File: src/rtl/assert_macros.svh
// assertion helpers used by the rtl
`ifndef ASSERT_MACROS_SVH
`define ASSERT_MACROS_SVH

// plain clocked assertion, off while reset is asserted
`define FPTC_ASSERT(lbl, prop, msg) \
  lbl: assert property (@(posedge clk) disable iff (!rst_n) (prop)) else $error(msg);

// a condition that must lead to a signal being high on the next edge
`define FPTC_HOLD(lbl, cond, sig, msg) \
  lbl: assert property (@(posedge clk) disable iff (!rst_n) (cond) |=> (sig)) else $error(msg);

`endif

File: src/rtl/fptc_pkg.sv
// ---------------------------------------------------------------------------
// fptc_pkg
// Types, constants and helper functions for the tolerance compare pipeline.
// ---------------------------------------------------------------------------
`timescale 1ns / 1ps
`default_nettype none

package fptc_pkg;

  // signed unbiased exponent, wide enough for products of subnormals
  typedef logic signed [12:0] exp_t;

  // unpacked number: value = man / 2^52 * 2^ue
  typedef struct packed {
    logic        sign;
    logic [52:0] man;
    exp_t        ue;
  } fnum_t;

  // rounder input: value = man / 2^63 * 2^ue, man normalised to bit 63
  typedef struct packed {
    logic [63:0] man;
    exp_t        ue;
    logic        sticky;
  } rnd_in_t;

  // early decision travelling beside the datapath
  typedef struct packed {
    logic        early;
    logic        early_val;
    logic [62:0] tkey;
  } ctl_t;

  // configuration register indexes
  typedef enum logic [1:0] {
    CFG_USE_DOUBLE = 2'd0,
    CFG_ABS_MODE   = 2'd1,
    CFG_TOLERANCE  = 2'd2
  } cfg_idx_t;

  localparam exp_t BIAS_D = 13'sd1023;
  localparam exp_t BIAS_S = 13'sd127;
  localparam exp_t EMIN_D = -13'sd1022;
  localparam exp_t EMIN_S = -13'sd126;
  localparam exp_t EMAX_D = 13'sd1023;
  localparam exp_t EMAX_S = 13'sd127;

  localparam logic [62:0] INF_KEY_D = {11'h7FF, 52'b0};
  localparam logic [62:0] INF_KEY_S = {32'b0, 8'hFF, 23'b0};

  // magnitude bits of a pattern, sign removed
  function automatic logic [62:0] fp_mag(logic [63:0] b, logic dbl);
    return dbl ? b[62:0] : {32'b0, b[30:0]};
  endfunction

  function automatic logic fp_sign(logic [63:0] b, logic dbl);
    return dbl ? b[63] : b[31];
  endfunction

  // split a pattern into sign, mantissa with hidden bit and exponent
  function automatic fnum_t fp_unpack(logic [63:0] b, logic dbl);
    fnum_t       r;
    logic [10:0] ef;
    if (dbl) begin
      ef     = b[62:52];
      r.sign = b[63];
      r.man  = {ef != 11'd0, b[51:0]};
      r.ue   = exp_t'({2'b0, (ef == 11'd0) ? 11'd1 : ef}) - BIAS_D;
    end else begin
      ef     = {3'b0, b[30:23]};
      r.sign = b[31];
      r.man  = {ef != 11'd0, b[22:0], 29'b0};
      r.ue   = exp_t'({2'b0, (ef == 11'd0) ? 11'd1 : ef}) - BIAS_S;
    end
    return r;
  endfunction

  // leading zero count of a 64 bit word
  function automatic logic [6:0] lzc64(logic [63:0] v);
    logic [6:0] n;
    n = 7'd64;
    for (int i = 0; i < 64; i++) begin
      if (v[i]) n = 7'(63 - i);
    end
    return n;
  endfunction

endpackage

`default_nettype wire

File: src/rtl/fptc_unpack.sv
// ---------------------------------------------------------------------------
// fptc_unpack
// Three stages: field split, leading zero count, normalising shift.
// ---------------------------------------------------------------------------
`timescale 1ns / 1ps
`default_nettype none

module fptc_unpack
  import fptc_pkg::*;
(
  input  wire logic        clk,
  input  wire logic        en,
  input  wire logic        use_double,
  input  wire logic [63:0] e_bits,
  input  wire logic [63:0] a_bits,
  input  wire logic [63:0] t_bits,
  output fnum_t            e_n,
  output fnum_t            a_n,
  output fnum_t            t_n,
  output logic             e_larger
);

  fnum_t      u1_e_r, u1_a_r, u1_t_r;
  logic       u1_el_r;
  fnum_t      u2_e_r, u2_a_r, u2_t_r;
  logic       u2_el_r;
  logic [5:0] u2_lze_r, u2_lza_r, u2_lzt_r;
  fnum_t      u3_e_r, u3_a_r, u3_t_r;
  logic       u3_el_r;

  // stage one: split fields, pick larger magnitude
  always_ff @(posedge clk) begin
    if (en) begin
      u1_e_r  <= fp_unpack(e_bits, use_double);
      u1_a_r  <= fp_unpack(a_bits, use_double);
      u1_t_r  <= fp_unpack(t_bits, use_double);
      u1_el_r <= fp_mag(e_bits, use_double) >= fp_mag(a_bits, use_double);
    end
  end

  // stage two: leading zeros of each mantissa, zero counts as 53
  always_ff @(posedge clk) begin
    if (en) begin
      u2_e_r   <= u1_e_r;
      u2_a_r   <= u1_a_r;
      u2_t_r   <= u1_t_r;
      u2_el_r  <= u1_el_r;
      u2_lze_r <= 6'(lzc64({u1_e_r.man, 1'b1, 10'b0}));
      u2_lza_r <= 6'(lzc64({u1_a_r.man, 1'b1, 10'b0}));
      u2_lzt_r <= 6'(lzc64({u1_t_r.man, 1'b1, 10'b0}));
    end
  end

  // stage three: normalise so the hidden bit sits at the top
  always_ff @(posedge clk) begin
    if (en) begin
      u3_e_r.sign <= u2_e_r.sign;
      u3_e_r.man  <= u2_e_r.man << u2_lze_r;
      u3_e_r.ue   <= u2_e_r.ue - exp_t'({7'b0, u2_lze_r});
      u3_a_r.sign <= u2_a_r.sign;
      u3_a_r.man  <= u2_a_r.man << u2_lza_r;
      u3_a_r.ue   <= u2_a_r.ue - exp_t'({7'b0, u2_lza_r});
      u3_t_r.sign <= u2_t_r.sign;
      u3_t_r.man  <= u2_t_r.man << u2_lzt_r;
      u3_t_r.ue   <= u2_t_r.ue - exp_t'({7'b0, u2_lzt_r});
      u3_el_r     <= u2_el_r;
    end
  end

  assign e_n      = u3_e_r;
  assign a_n      = u3_a_r;
  assign t_n      = u3_t_r;
  assign e_larger = u3_el_r;

endmodule

`default_nettype wire

File: config.mk
export PLATFORM = sky130hd
export DESIGN_NAME = fptc_unpack
export DESIGN_NICKNAME = d
export VERILOG_FILES = /design/src/rtl/assert_macros.svh /design/src/rtl/fptc_pkg.sv /design/src/rtl/fptc_unpack.sv
export SDC_FILE = /design/constraint.sdc
export NUM_CORES = 1
export LEC_CHECK = 0
export BUFFER_PORTS_ARGS = -buffer_cell sky130_fd_sc_hd__clkbuf_2
export CAP_MARGIN = 20
export CORE_MARGIN = 4
export CORE_UTILIZATION = 35
export CTS_CLUSTER_DIAMETER = 200
export CTS_CLUSTER_SIZE = 25
export DETAILED_ROUTE_END_ITERATION = 12
export PLACE_DENSITY = 0.53
export REMOVE_ABC_BUFFERS = 1
export SYNTH_ARGS = -nofsm -noshare
export SYNTH_HDL_FRONTEND = slang
export SYNTH_SLANG_ARGS = --single-unit
File: constraint.sdc
create_clock -name clk -period 9.5 [get_ports clk]
set_clock_uncertainty 0.2 [all_clocks]
set_input_delay 0.95 -clock clk [delete_from_list [all_inputs] [get_ports clk]]
set_output_delay 0.95 -clock clk [all_outputs]
set_load 0.1 [all_outputs]
# Yosys cells after proc, flatten, opt, wreduce, memory -nomap -nowiden

Index checks and enable logic that the tools add are counted.

Register bits: 624
Word-level logic and storage cells: 258
Input bits: 195
Output and inout bits: 202

Shifts and indexed selects: 3
Order comparisons: 1
Reductions and logical operators: 27
Mux-type cells: 167
$add $sub $neg: 9

Operators by type and width:

| operator                 | count |
|---|---|
| $mux W6                  | 60 |
| $mux W5                  | 48 |
| $mux W67                 | 3 |
| $shl A53 B6 Y53          | 3 |
| $mux W63                 | 2 |
| $mux W4                  | 24 |
| $reduce_or A32 Y1        | 3 |
| $ge A63 B63 Y1           | 1 |
| $reduce_or A16 Y1        | 3 |
| $sub A13 B7 Y13          | 3 |
| $mux W3                  | 12 |
| $sub A11 B10 Y12 const B | 3 |
| $logic_not A11 Y1        | 3 |
| $mux W11                 | 3 |
| $reduce_bool A11 Y1      | 3 |
| $sub A8 B7 Y9 const B    | 3 |
| $logic_not A8 Y1         | 3 |
| $mux W8                  | 3 |
| $reduce_bool A8 Y1       | 3 |
| $reduce_or A8 Y1         | 3 |
| $mux W2                  | 6 |
| $reduce_or A4 Y1         | 3 |
| $mux W1                  | 6 |
| $reduce_or A2 Y1         | 3 |

# Depth between registers and ports, before layout

Gate-level depths: netlist of run 1.

Word-level depth: 52
Gate-level depth with buffers: 12
Depth with buffers taken out: 9

# Worst setup path after synthesis of run 1

No wires, ideal clock.

Path kind: input-to-reg
From: input port use_double
To: register u1_el_r, data pin
Data arrival time: 3.060 ns
Cell stages on the path: 10
Slack: 5.976 ns
Path buffers: 3
Library setup time: 0.264 ns
Data required time: 9.036 ns
Path through: clkbuf_1 > clkbuf_1 > clkbuf_1 > nand2_1 > ha_1 > a2111oi_0 > o21a_1 > o211ai_1 > o31ai_1 > a31oi_1

Longest elaborated chain between the ends: 2
Elaborated cells between the ends (all ways): 3
Those cells by class: order compare (1); mux (2)

Ends and longest elaborated chain:

| what                   | line              | text |
|---|---|---|
| start: declaration     | fptc_unpack.sv:13 | `input wire logic use_double,` |
| $mux W63               | fptc_pkg.sv:53    | `return dbl ? b[62:0] : {32'b0, b[30:0]};` |
| $ge A63 B63 Y1 *       | fptc_unpack.sv:37 | `u1_el_r <= fp_mag(e_bits, use_double) >= fp_mag(a_bits, use_double);` |
| end signal: assignment | fptc_unpack.sv:37 |  |
| end: declaration       | fptc_unpack.sv:24 | `logic u1_el_r;` |

Mark *: on every way between the ends. The rest lies on a longest branch, timed or not.
A chain may end at the register's enable or synchronous reset.

# Worst setup path after layout of run 1

From: register u2_lza_r[4]
To: register u3_a_r, in the netlist a_n[10], data pin

Longest elaborated chain between the ends: 1

Ends and longest elaborated chain:

| what                     | line              | text |
|---|---|---|
| start: declaration       | fptc_unpack.sv:27 | `logic [5:0] u2_lze_r, u2_lza_r, u2_lzt_r;` |
| start signal: assignment | fptc_unpack.sv:49 | `u2_lza_r <= 6'(lzc64({u1_a_r.man, 1'b1, 10'b0}));` |
| $sub A13 B7 Y13          | fptc_unpack.sv:62 | `u3_a_r.ue <= u2_a_r.ue - exp_t'({7'b0, u2_lza_r});` |
| end: declaration         | fptc_unpack.sv:28 | `fnum_t u3_e_r, u3_a_r, u3_t_r;` |

Every way passes these cells.

==> metrics.yaml, run 1 <==
outcome:
  outcome: "complete, no violations"
critical_path:
  cp_max_fo: 28
  crit_type: "register to register"
  worstPathRequired_ns: 9.68
  crit_arrival_ns: 3.93
  end_kind: "register"
  cp-start-kind: "register"
finish:
  nNetsFinal: 3517
  fin_util: 0.392
  synthToLayoutAreaGrowth_pct: 11.0
  drive_above_1_share: 0.211
  final_area_mm2: 0.0387
  stdcell_count: 4525
logic_synthesis:
  synth-main-ff-cell: "edfxtp_1"
  synth_cell_types: 69
  synth-edff-count: 618
  yosysWarnings: 0
  synth_area_mm2: 0.0348
  syn_area_per_cell_um2: 11.9
  synthCells: 2937
  synth_sequential_area_ratio: 0.533
  async_reset_ff_frac: 0
  synth-seq-cells: 618
global_routing:
  grt_max_degree: 106
  antenna_found_initial: 6
  grt_pass1_vias: 24000
  track_usage: 0.190
  grt_pass1_wl_um: 152000
  overflow: 0
die:
  num_rows: 115
  fp.dieH_um: 323
  start_util: 0.353
  io_pins: 397
  die_w_um: 323
  die-area_mm2: 0.105
  coreArea_mm2: 0.0986
detailed_routing:
  dr.first_iter.drc_count: 2202
  post_drt_wl_per_cell_um: 22.6
  dr.pass1.iters: 5
  routed_wl_um: 102000
  drc: 0
  ant_nets: 0
  via_per_inst: 5.46
  route.vias.total: 24700
clocking:
  cts_max_path_buffers: 3
  path_clk_slew_ns: 0.11
  cts.sinks: 618
  cts_tree: "done"
  cts_made_buffers: 28
  cts_root_buf: "clkbuf_16"
  clk_latency_ns: 0.64
  holdBufCountCts: 0
  ctsResizeCount: 0
  post_cts_buffers: 0
  h-tree-depth: 1
sta:
  rsz0062_at_grt: "false"
  fin_tns_setup_ns: 0
  hold_viol_final: 0
  setup_viol: 0
  timing.slew.headroom: 0.266
  worstMarginPinSlew_ns: 1.10
  slew_viol_final: 0
  max_freq_mhz: 267
  fin_crit_sh: 0.395
  post-route-min-period_ns: 3.75
hold_path:
  hp-class: "register to register"
pwr:
  switching_share: 0.349
  seqPwrFrac: 0.519
  p_leak_uw: 0.0147
  p_sw_uw: 2340
  max-vdd-ir-drop_uv: 123
  clockPowerShare: 0.205
  power_density_mw_per_mm2: 173
  p_comb_frac: 0.276
  p_int_uw: 4360
place:
  placed_cell_area_mm2: 0.0379
  dp.cells: 4491
  io_buffers: 396
  dp_hpwl_um: 79400
  routabilityCongestion: 0.969
run:
  drv_cap: 0
[cell type report]
| type | instances | area [um^2] |
|---|---|---|
| Antenna cell | 3 | 7.51 |
| Clock buffer | 28 | 701 |
| Clock inverter | 2 | 25.0 |
| Fill cell | 9638 | 59900 |
| Inverter | 104 | 390 |
| Multi-Input combinational cell | 2053 | 15100 |
| Sequential cell | 618 | 18600 |
| Tap cell | 1287 | 1610 |
| Timing Repair Buffer | 430 | 2260 |
[through the flow]
step | hold slack, ns | power, uW | setup slack, ns
5_1_grt | 0.228 | 7000 | 5.39
6_report | 0.225 | 6690 | 5.75
2_1_floorplan | 0.200 | 4840 | 5.27
4_1_cts | 0.222 | 6760 | 5.78
3_3_place_gp | 0.201 | 5390 | 5.20
3_5_place_dp | 0.205 | 5390 | 5.28
[synthesized netlist by cell type, types with 41 or more instances]
cell type / n / area (um^2)
nand2_1: 353 / 1330
nand3_1: 64 / 320
edfxtp_1: 618 / 18600
mux2i_1: 75 / 751
a21o_1: 41 / 308
inv_1: 98 / 368
nor4_1: 42 / 263
mux4_2: 124 / 2790
xnor2_1: 46 / 403
mux2_2: 89 / 1000
and2_1: 113 / 707
clkbuf_1: 103 / 387
a21oi_1: 122 / 611
o21ai_0: 180 / 901
ha_1: 84 / 1050
nor3_1: 42 / 210
nor2_1: 302 / 1130
[logic make-up (layout without fill, tap and decap cells)]
family                     count (synthesis)  count (layout)  synth area share
xor gates and xnor gates                  69              69            0.0173
adders and majority gates                 87              87            0.0319
buffers and inverters                    266             564            0.0334
and+or+nand+nor                         1024            1024             0.134
AOI/OAI and AO/OA                        556             556            0.0986
muxes                                    317             317             0.152
DFF                                      618             618             0.533
other                                      0               3                 0
[power groups by stage]
stage	Sequential (uW)	Clock [uW]	Combinational (uW)
detailed placement	3540	0	1850
CTS	3480	1430	1860
floorplan	4130	0	703
global placement	3540	0	1850
finish	3470	1370	1850
global route	3500	1530	1970
[critical path, stage by stage, from the launching register on]
cell,delay (ns)
edfxtp_1,0.91
clkinv_1,0.79
ha_1,0.57
a21boi_0,0.15
o21ai_0,0.39
nor4b_1,0.34
xor2_1,0.11
[path summary, 6_finish.rpt]
path	startpoint	cells after the start	slack (ns)	end
max	u2_lza_r[4]	6	5.75	a_n[10]
min	u1_e_r[1]	0	0.22	u2_e_r[1]
max reg2reg	u2_lza_r[4]	6	5.75	a_n[10]
min reg2reg	u1_e_r[1]	0	0.22	u2_e_r[1]
[layer usage]
| layer | share of wire | track usage |
|---|---|---|
| met5 | 0.000088 | 0 |
| met4 | 0.026 | 0.0441 |
| met3 | 0.057 | 0.0278 |
| met2 | 0.49 | 0.323 |
| met1 | 0.43 | 0.257 |
[sequential cells by signal, indices dropped and copies added, names as in the netlist, 66 cells and up]
name	count
a_n	67
e_n	67
t_n	67
u1_a_r	66
u1_e_r	66
u1_t_r	66
u2_a_r	66
u2_e_r	66
u2_t_r	66
[cells in the final DEF (no fill, tap or decap), drive strengths merged, types with 5 or more instances in the layout]
master	n
o32a	6
edfxtp	618
o21bai	7
inv	98
o211ai	10
nor2	302
o21ai	187
a21o	41
a31oi	29
nand3b	6
o22ai	25
clkbuf	422
or3	7
and2	113
o221ai	8
a21boi	6
nor2b	12
mux4	152
clkinv	8
ha	84
nand2	353
nand2b	19
nand3	64
mux2i	76
xor2	23
a211oi	31
nor3	42
and3	22
xnor2	46
o21a	6
or4	6
a21oi	122
mux2	89
nand4	20
a211o	8
nor4	42
o31ai	20
buf	36
o22a	21
nor3b	5
Note: power is estimated with default switching activity, not from simulation.
==> run 2, diff against run 1 <==
--- a/config.mk
+++ b/config.mk
@@ -5,6 +5,7 @@
 export SDC_FILE = /design/constraint.sdc
 export NUM_CORES = 1
 export LEC_CHECK = 0
+export ABC_AREA = 1
 export BUFFER_PORTS_ARGS = -buffer_cell sky130_fd_sc_hd__clkbuf_2
 export CAP_MARGIN = 20
 export CORE_MARGIN = 4
==> constraint.sdc (replaced) <==
create_clock -name clk -period 3.9 [get_ports clk]
set_clock_uncertainty 0.2 [all_clocks]
set_input_delay 0.39 -clock clk [delete_from_list [all_inputs] [get_ports clk]]
set_output_delay 0.39 -clock clk [all_outputs]
set_load 0.1 [all_outputs]
==> metrics.yaml, run 2 <==
logic_synthesis:
  synthCells: 4137  # +41%
  async_reset_ff_frac: 0  # unchanged
  ys_top_cells_by_count: "nand2_1 (1342), edfxtp_1 (618), o21ai_0 (466)"
  synth_top_area_frac: 0.532  # -0.00113
  synth-edff-count: 618  # unchanged
  synth-seq-cells: 618  # unchanged
  yosysTopAreaCell: "edfxtp_1"
  synth_area_mm2: 0.0349  # +0.21%
  yosysMostFrequentCell: "nand2_1"
  synth-main-ff-cell: "edfxtp_1"
  synth_sequential_area_ratio: 0.532  # -0.00113
  synth.area.top_cells: "edfxtp_1 (53%), nand2_1 (14%), o21ai_0 (6.7%)"
  yosysWarnings: 0  # unchanged
  syn_area_per_cell_um2: 8.44  # -29%
  synth_cell_types: 46  # -33%
clocking:
  cts_made_buffers: 28  # unchanged
  cts.sinks: 618  # unchanged
  h-tree-depth: 1  # unchanged
  path_clk_slew_ns: 0.10  # about the same
  clk_latency_ns: 0.63  # about the same
  cts_tree: "done"
  cts_max_path_buffers: 3  # unchanged
  cts_root_buf: "clkbuf_16"
detailed_routing:
  post_drt_wl_per_cell_um: 18.0  # -21%
  dr.pass1.iters: 7  # +2
  ant_nets: 0  # unchanged
  routed_wl_um: 106000  # +3.7%
  route.vias.total: 29100  # +18%
  dr.first_iter.drc_count: 2267  # +3.0%
  via_per_inst: 4.92  # -9.9%
  drc: 0  # unchanged
critical_path:
  ff2ff_setup_slack_ns: 0.49  # -5.26 ns
  worstPathRequired_ns: 4.08  # -5.60 ns
  reg2reg_depth: 52  # +46
  cp-start-kind: "register"
  cp_max_fo: 3  # -89%
  slowest_delay_ns: 0.42  # -0.49 ns
  timing.rr.start: "u1_e_r[14]"
  end_kind: "register"
  crit_path_end: "u2_lze_r[0]"
  crit_path_start: "u1_e_r[14]"
  crit_arrival_ns: 3.59  # -0.34 ns
  regToRegEndpoint: "u2_lze_r[0]"
  cp_slowest_cell: "edfxtp_1"
  crit_type: "register to register"
  cp_common_cell: "nand2_1"
finish:
  drive_above_1_share: 0.120  # -0.0909
  multiInputGateArea_mm2: 0.0137  # -9.4%
  nNetsFinal: 4893  # +39%
  final_cell_mix: "nand2_1 (1339), edfxtp_1 (618), o21ai_0 (466)"
  ff_latch_area_mm2: 0.0186  # unchanged
  final_common_cell: "nand2_1"
  synthToLayoutAreaGrowth_pct: 17.5
  nFillCells: 10000  # +4.1%
  fin_util: 0.416  # +0.0232
sta:
  worstMarginPinSlew_ns: 0.738  # -0.361 ns
  slew_viol_final: 0  # unchanged
  rsz0062_at_grt: "true"
  timing.slew.headroom: 0.495  # +0.229
  setup_viol: 0  # unchanged
  hold_viol_final: 0  # unchanged
  post-route-min-period_ns: 3.41  # -0.340 ns
  fin_tns_setup_ns: 0  # unchanged
  max_freq_mhz: 293  # +10%
  fin_crit_sh: 0.874  # +0.480
run:
  drv_cap: 0  # unchanged
global_routing:
  grt_max_degree: 94  # -11%
  grt_pass1_wl_um: 160000  # +5.2%
  grt_pass1_vias: 27500  # +14%
  overflow: 0  # unchanged
  antenna_found_initial: 15  # +9
  track_usage: 0.196  # +0.00634
die:
  io_pins: 397  # unchanged
  die_w_um: 324  # +0.10%
  fp.dieH_um: 324  # +0.10%
  num_rows: 115  # unchanged
  die-area_mm2: 0.105  # +0.21%
  coreArea_mm2: 0.0987  # +0.15%
  start_util: 0.354  # about the same
pwr:
  max-vdd-ir-drop_uv: 321  # +160%
  p_leak_uw: 0.0187  # +28%
  finalPower_uw: 16200  # +140%
  power_density_mw_per_mm2: 396  # +130%
place:
  io_buffers: 396  # unchanged
  dp_hpwl_um: 82400  # +3.8%
  routabilityCongestion: 0.930  # -4.0%
hold_path:
  hp-class: "input port to register"
outcome:
  outcome: "complete, no violations"
## run 2: changes by cell type in the layout (fill, tap and decap cells not counted), moves of 39 or more
cell | before | now
a21o_1 | 41 | 0
and2_1 | 113 | 0
dlygate4sd3_1 | 0 | 188
inv_1 | 95 | 434
mux2_2 | 89 | 0
mux4_2 | 124 | 0
nand2_1 | 353 | 1339
nand3_1 | 64 | 211
o21ai_0 | 180 | 466
xnor2_1 | 46 | 7
## run 2: critical path, delay by kind of cell, from the launching register on
kind	cells	cell delay, ns
flip-flops	1	0.42
buffers and inverters	1	0.07
AO/OA/AOI/OAI	1	0.05
AND/OR/NAND/NOR	50	2.40
## run 2: per-stage QoR
| stage | instances | hold WS (ns) | setup WS [ns] | area [um^2] |
|---|---|---|---|---|
| floorplan | 3923 | 0.200 | -0.268 | 34100 |
| global placement | 5678 | 0.200 | 0.402 | 38300 |
| detailed placement | 5678 | 0.205 | 0.444 | 38300 |
| CTS | 5896 | 0.000605 | 0.423 | 41000 |
| global route | 5900 | 0.0297 | -0.0189 | 41000 |
| finish | 5909 | 0.0322 | 0.491 | 41000 |
## run 2: final cells by class
class,instances,area share
multi-input cells,2841,0.334
well taps,1287,0.0393
flip-flops and latches,618,0.452
clock buffers,29,0.0177
clock inverters,1,0.000214
inverters,464,0.0455
repair buffers,658,0.110
diodes,11,0.000671
## run 2: timing repair
item	CTS	global route
resized for setup	0	3
endpoints found under the setup margin	0	2
hold buffers	188	0
buffers inserted	0	2
endpoints found under the hold margin	173	0
## run 2: how the worst min path moves through the flow
| stage | depth (start not counted) | slack, ns | end | startpoint |
|---|---|---|---|---|
| after floorplan | 0 | 0.20 | a_n[66] | u2_a_r[66] |
| after global placement | 0 | 0.20 | u2_a_r[4] | u1_a_r[4] |
| after detailed placement | 0 | 0.20 | u2_e_r[7] | u1_e_r[7] |
| after CTS | 3 | 0.0006 | u1_a_r[46] | a_bits[33] |
| after global routing | 3 | 0.03 | u1_a_r[57] | a_bits[44] |
| final | 3 | 0.03 | u1_a_r[57] | a_bits[44] |
## run 2: kinds of logic (layout without fill, tap and decap cells)
| family | count (synthesis) | count (layout) | share of synthesized area |
|---|---|---|---|
| AND/OR/NAND/NOR | 1958 | 1958 | 0.223 |
| flip-flops | 618 | 618 | 0.532 |
| multiplexers | 73 | 73 | 0.0209 |
| buffers and inverters | 678 | 1152 | 0.0764 |
| AO/OA/AOI/OAI | 697 | 697 | 0.110 |
| XOR/XNOR | 26 | 26 | 0.00652 |
| adder cells (fa/ha/maj) | 87 | 87 | 0.0318 |
| other | 0 | 11 | 0 |
## run 2: routing by layer
layer | GRT usage | vias to the layer above | share of wire
met4 | 0.0395 | 12 | 0.022
met5 | 0 | - | 0.00050
met2 | 0.340 | 696 | 0.48
met1 | 0.263 | 13600 | 0.45
met3 | 0.0261 | 109 | 0.051
li1 | - | 14700 | -
## run 2: power breakdown
| part | total [uW] | switching [uW] | internal (uW) |
|---|---|---|---|
| sequential | 8340 | 332 | 8010 |
| combinational | 4500 | 3360 | 1140 |
| clock | 3400 | 2070 | 1330 |
| total | 16200 | 5760 | 10500 |
